**src/design/pct_pkg.sv**
```systemverilog
`timescale 1ns / 1ps
`default_nettype none
// ----------------------------------------------------------------------------
// pct_pkg
// Types, sizes and result codes shared by the pending challenge table.
// ----------------------------------------------------------------------------
package pct_pkg;

  localparam int TableSize = 64;
  localparam int SlotBits  = 6;
  localparam int PeerBits  = 16;
  localparam int QueueDepth = 2;

  localparam logic [2:0] ST_CREATED   = 3'd0;
  localparam logic [2:0] ST_FULL      = 3'd1;
  localparam logic [2:0] ST_MALFORMED = 3'd2;
  localparam logic [2:0] ST_MATCHED   = 3'd3;
  localparam logic [2:0] ST_UNMATCHED = 3'd4;

  localparam logic OP_CREATE = 1'b0;
  localparam logic OP_PONG   = 1'b1;

  typedef struct packed {
    logic               func;
    logic [15:0]        peer;
    logic [15:0]        named_peer;
    logic signed [31:0] challenge;
    logic               plain_mode;
    logic [31:0]        now_seconds;
    logic               length_ok;
  } in_item_t;

  typedef struct packed {
    logic [2:0]          status;
    logic [SlotBits-1:0] slot;
    logic                last;
  } out_item_t;

  // classified command handed from front to back
  typedef struct packed {
    logic               malformed;
    logic               func;
    logic [PeerBits-1:0] peer;
    logic [31:0]        challenge;
    logic               plain_mode;
    logic [31:0]        now_seconds;
  } cmd_t;

endpackage
`default_nettype wire

```
**src/design/pct_if.sv**
```systemverilog
`timescale 1ns / 1ps
`default_nettype none
// ----------------------------------------------------------------------------
// pct_in_if / pct_out_if
// Valid/ready channels for input items and result items.
// ----------------------------------------------------------------------------
interface pct_in_if;
  import pct_pkg::*;
  logic     valid;
  logic     ready;
  in_item_t data;
  modport source (output valid, output data, input ready);
  modport sink (input valid, input data, output ready);
endinterface

`default_nettype wire

```
**src/design/pct_front.sv**
```systemverilog
`timescale 1ns / 1ps
`default_nettype none
// ----------------------------------------------------------------------------
// pct_front
// Accepts input items, checks pong form and queues commands for the back end.
// ----------------------------------------------------------------------------
module pct_front
  import pct_pkg::*;
(
  input  wire logic clk,
  input  wire logic rst,
  pct_in_if.sink    in_ch,
  output cmd_t      cmd,
  output logic      cmd_valid,
  input  wire logic cmd_ready
);

  cmd_t       queue [QueueDepth];
  logic       wr_ptr;
  logic       rd_ptr;
  logic [1:0] count;
  cmd_t       cmd_new;
  logic       push;
  logic       pop;

  always_comb begin
    cmd_new.func        = in_ch.data.func;
    cmd_new.peer        = in_ch.data.peer;
    cmd_new.challenge   = in_ch.data.challenge;
    cmd_new.plain_mode  = in_ch.data.plain_mode;
    cmd_new.now_seconds = in_ch.data.now_seconds;
    cmd_new.malformed   = (in_ch.data.func == OP_PONG) &&
                          (!in_ch.data.length_ok ||
                           (in_ch.data.named_peer != in_ch.data.peer));
  end

  assign in_ch.ready = (count != 2'(QueueDepth));
  assign push = in_ch.valid && in_ch.ready;
  assign cmd_valid = (count != 2'd0);
  assign pop = cmd_valid && cmd_ready;
  assign cmd = queue[rd_ptr];

  always_ff @(posedge clk) begin
    if (push) begin
      queue[wr_ptr] <= cmd_new;
    end
  end

  always_ff @(posedge clk) begin
    if (rst) begin
      wr_ptr <= 1'b0;
      rd_ptr <= 1'b0;
      count  <= 2'd0;
    end else begin
      if (push) wr_ptr <= ~wr_ptr;
      if (pop) rd_ptr <= ~rd_ptr;
      count <= count + 2'(push) - 2'(pop);
    end
  end

endmodule
`default_nettype wire

```
**src/flat_wrapper.sv**
```systemverilog
// flat-port wrapper written by rule: the top's interface ports become plain ports
module pct_front_flat import pct_pkg::*;
  (clk, rst, cmd, cmd_valid, cmd_ready, in_ch_valid, in_ch_data, in_ch_ready);
  pct_in_if in_ch_i ();
  input  wire logic clk;
  input  wire logic rst;
  output cmd_t cmd;
  output logic cmd_valid;
  input  wire logic cmd_ready;
  input wire logic [$bits(in_ch_i.valid)-1:0] in_ch_valid;
  input wire logic [$bits(in_ch_i.data)-1:0] in_ch_data;
  output wire logic [$bits(in_ch_i.ready)-1:0] in_ch_ready;
  assign in_ch_i.valid = in_ch_valid;
  assign in_ch_i.data = in_ch_data;
  assign in_ch_ready = in_ch_i.ready;
  pct_front u_core (.clk(clk), .rst(rst), .in_ch(in_ch_i), .cmd(cmd), .cmd_valid(cmd_valid), .cmd_ready(cmd_ready));
endmodule
```
**config.mk**
```make
export PLATFORM = sky130hd
export DESIGN_NAME = pct_front_flat
export DESIGN_NICKNAME = d
export VERILOG_FILES = /design/src/design/pct_pkg.sv /design/src/design/pct_if.sv /design/src/design/pct_front.sv /design/src/flat_wrapper.sv
export SDC_FILE = /design/constraint.sdc
export NUM_CORES = 1
export LEC_CHECK = 0
export BUFFER_PORTS_ARGS = -buffer_cell sky130_fd_sc_hd__buf_2
export CORE_MARGIN = 2
export CORE_UTILIZATION = 50
export CTS_BUF_LIST = sky130_fd_sc_hd__clkbuf_2 sky130_fd_sc_hd__clkbuf_4 sky130_fd_sc_hd__clkbuf_8
export DETAILED_ROUTE_END_ITERATION = 6
export PLACE_DENSITY = 0.87
export SYNTH_ARGS = -nofsm -noshare
export SYNTH_HDL_FRONTEND = slang
export SYNTH_SLANG_ARGS = --single-unit
```
**constraint.sdc**
```tcl
create_clock -name clk -period 6.2 [get_ports clk]
set_input_delay 0.62 -clock clk [delete_from_list [all_inputs] [get_ports clk]]
set_output_delay 0.62 -clock clk [all_outputs]
set_load 0.05 [all_outputs]
```
==> flow_metrics.env <==
export IMPL_cts_tree="built"
export IMPL_rows=42
export IMPL_ctsHtreeMaxLevel=4
export IMPL_syn_num_nets=411
export IMPL_insertion_delay_ps=440
export IMPL_yosys_area_share_simple_pct=1.29
export IMPL_maxSlewHeadroom_pct=25.7
export IMPL_synth_xor_area_share_pct=2.73
export IMPL_finalHoldViolations=0
export IMPL_gp_routability_congestion=0.724
export IMPL_ys_seq_area_share_pct=76.0
export IMPL_chipHeight_um=120
export IMPL_grt_pass1_wl_um=17300
export IMPL_yosysTopAreaCellShare_pct=74.5
export IMPL_drv_cap=0
export IMPL_gr_usage_all_layers_pct=16.2
export IMPL_fmax_ghz=0.306
export IMPL_cpMaxStageDelayCell="buf_4"
export IMPL_p_leak_uw=0.00320
export IMPL_reg2reg_slack_ps=3670
export IMPL_start_util_pct=50.9
export IMPL_clockRootBuffer="clkbuf_8"
export IMPL_finalCritPeriodShare_pct=52.8
export IMPL_vias=3362
export IMPL_clockBufferDepth=2
export IMPL_min_delay_start="in_ch_data[33]"
export IMPL_crit_reg2reg_launch="u_core.count[0]"
export IMPL_layout_drive_gt1_share_pct=57.4
export IMPL_grt_max_degree=84
export IMPL_slew_violations=0
export IMPL_dp_hpwl_um=7730
export IMPL_grt_pass1_vias=3471
export IMPL_cts_sinks=171
export IMPL_final_setup_skew_ps=8.95
export IMPL_synth_top_family_by_area="multiplexers"
export IMPL_post_cts_resize_count=0
export IMPL_overflow=0
export IMPL_holdPathStages=1
export IMPL_rsz0062_at_grt="false"
export IMPL_pin_count=188
export IMPL_die_area_um2=14300
export IMPL_synth_compound_area_share_pct=0.0935
export IMPL_dr_pass1_iters=4
export IMPL_synthAdderAreaFrac_pct=0.374
export IMPL_cp_start_kind="flip-flop"
export IMPL_path_buf_inv=2
export IMPL_n_fill_cell=970
export IMPL_r2r_end="u_core.queue[0][46]"
export IMPL_nets=611
export IMPL_synth_area_um2=6690
export IMPL_portBuffers=187
export IMPL_holdPathEnd="u_core.queue[0][32]"
export IMPL_worstMarginPinSlew_ps=1110
export IMPL_path_max_fanout=51
export IMPL_area_growth_pct=22.2
export IMPL_p_per_area_nw_per_um2=471
export IMPL_vdd_ir_drop_max_mv=0.294
export IMPL_critPathKind="flip-flop to output pin"
export IMPL_required_ps=5580
export IMPL_yosys_warnings=0
export IMPL_fin_setup_tns_ps=0
export IMPL_path_clk_slew_ps=90
export IMPL_r2r_cells=4
export IMPL_core_area_um2=13100
export IMPL_cp_cell_sequence="buf_4 -> mux2_1 -> buf_2"
export IMPL_power_uw=3850
export IMPL_synth_top_cell_by_area="edfxtp_1"
export IMPL_holdBufCountCts=0
export IMPL_seq_area_um2=5090
export IMPL_post_cts_buffers=0
export IMPL_syn_inst=306
export IMPL_multiInputGateArea_um2=1510
export IMPL_post_drt_wl_per_cell_um=16.6
export IMPL_cp_top_family="buffers and inverters"
export IMPL_synthMuxAreaShare_pct=17.9
export IMPL_cp_data_arrival_time_ps=2650
export IMPL_antenna_cells=0
export IMPL_dieWidth_um=120
export IMPL_post_synth_num_cell_types=24
export IMPL_synth_seq_cells=171
export IMPL_avgSynthCellArea_um2=21.9
export IMPL_cts_buffers=17
export IMPL_synth_area_leaders="edfxtp_1 (75%), mux2_4 (16%), xnor2_1 (2.2%), mux2_1 (2.2%), dfxtp_1 (1.5%)"
export IMPL_ant_nets=0
export IMPL_worstHoldPathType="input pin to flip-flop"
export IMPL_worst_setup_path_end_kind="output pin"
export IMPL_period_minus_slack_ps=3270
export IMPL_routed_wl_um=11500
export IMPL_run_status="finished clean"
export IMPL_viasPerCell=4.84
export IMPL_antenna_found_initial=2
export IMPL_slowest_delay_ps=800
export IMPL_finalSetupViolations=0
export IMPL_drc=0
export IMPL_first_iter_violations=279
==> stage by stage <==
stage	utilization [%]	cells	hold slack, ps	area, um2	worst slack (ps)
5_1_grt	62.2	695	324	8170	2780
6_report	62.2	695	364	8170	2930
4_1_cts	62.2	695	317	8170	2860
3_5_place_dp	59.3	663	547	7790	3390
2_1_floorplan	-	306	493	6690	1200
3_3_place_gp	59.3	663	521	7790	3410
==> per-layer routing <==
metal	global-route usage [%]	vias to the layer above	part of all wire, %
met5	0	-	0.15
met2	27.5	125	51
met1	19.1	1631	40
met3	5.70	18	7.0
met4	6.25	4	1.4
li1	-	1584	-
==> flip-flops by register name, summed over array words and instances (netlist names), named ones only <==
name,flops
u_core.wr_ptr,1
u_core.queue,166
u_core.rd_ptr,1
u_core.count,2
==> layout make-up <==
class / instances / share of cell area (%)
Sequential cell: 171 / 62.3
Tap cell: 176 / 2.69
Inverter: 4 / 0.184
Clock inverter: 12 / 1.53
Timing Repair Buffer: 190 / 11.7
Multi-Input combinational cell: 122 / 18.5
Clock buffer: 20 / 3.14
==> worst reg2reg max path: stages, from the launching register on <==
cell	delay, ps
dfxtp_1	340
nand2b_1	150
nand2_1	150
nor2_4	790
buf_4	710
==> cells in the mapped netlist <==
| cell | n |
|---|---|
| mux2_4 | 70 |
| nand4_1 | 3 |
| nand3_1 | 1 |
| buf_6 | 7 |
| a31oi_1 | 1 |
| dfxtp_1 | 5 |
| ha_1 | 2 |
| nand2b_1 | 1 |
| nor4_1 | 1 |
| nor2b_1 | 1 |
| xnor2_1 | 17 |
| and2_4 | 1 |
| xnor2_2 | 1 |
| mux2_1 | 13 |
| inv_1 | 3 |
| buf_2 | 1 |
| nor2_1 | 5 |
| nand2_1 | 1 |
| or2_1 | 1 |
| buf_4 | 1 |
| xor2_1 | 2 |
| edfxtp_1 | 166 |
| inv_2 | 1 |
| and3_1 | 1 |
==> kinds of logic (layout without fill, tap and decap cells) <==
logic type / Yosys count / after routing
fa+ha+maj: 2 / 2
compound gates: 1 / 1
buf+inv: 13 / 226
xor+xnor: 20 / 20
mux: 83 / 83
flops: 171 / 171
simple gates: 16 / 16
==> power by group <==
| group | switching, uW | total (uW) | internal (uW) |
|---|---|---|---|
| clock network | 373 | 741 | 367 |
| logic | 1040 | 1530 | 488 |
| registers | 91.2 | 1580 | 1490 |
| total | 1510 | 3850 | 2340 |
==> layout by cell type, fill, tap and decap left out, types with 2 or more instances in the layout <==
cell type	instances
buf_2	187
buf_4	3
bufinv_16	2
clkbuf_4	3
clkbuf_8	17
clkinv_2	4
clkinvlp_4	6
dfxtp_1	4
edfxtp_1	166
ha_1	2
inv_1	3
mux2_1	13
mux2_4	70
nand4_1	3
nor2_1	4
xnor2_1	17
xor2_1	2
==> worst max-delay path by stage <==
stage	from	end	slack, ps	cells after the start
finish	flip-flop	cmd[3]	2930	3
global route	flip-flop	cmd[3]	2780	3
CTS	flip-flop	cmd[3]	2860	3
detailed placement	flip-flop	cmd[3]	3390	3
global placement	flip-flop	cmd[9]	3410	3
floorplan	u_core.count[0]	u_core.queue[0][0]	1200	3
Power figures use the tool's default switching activity.
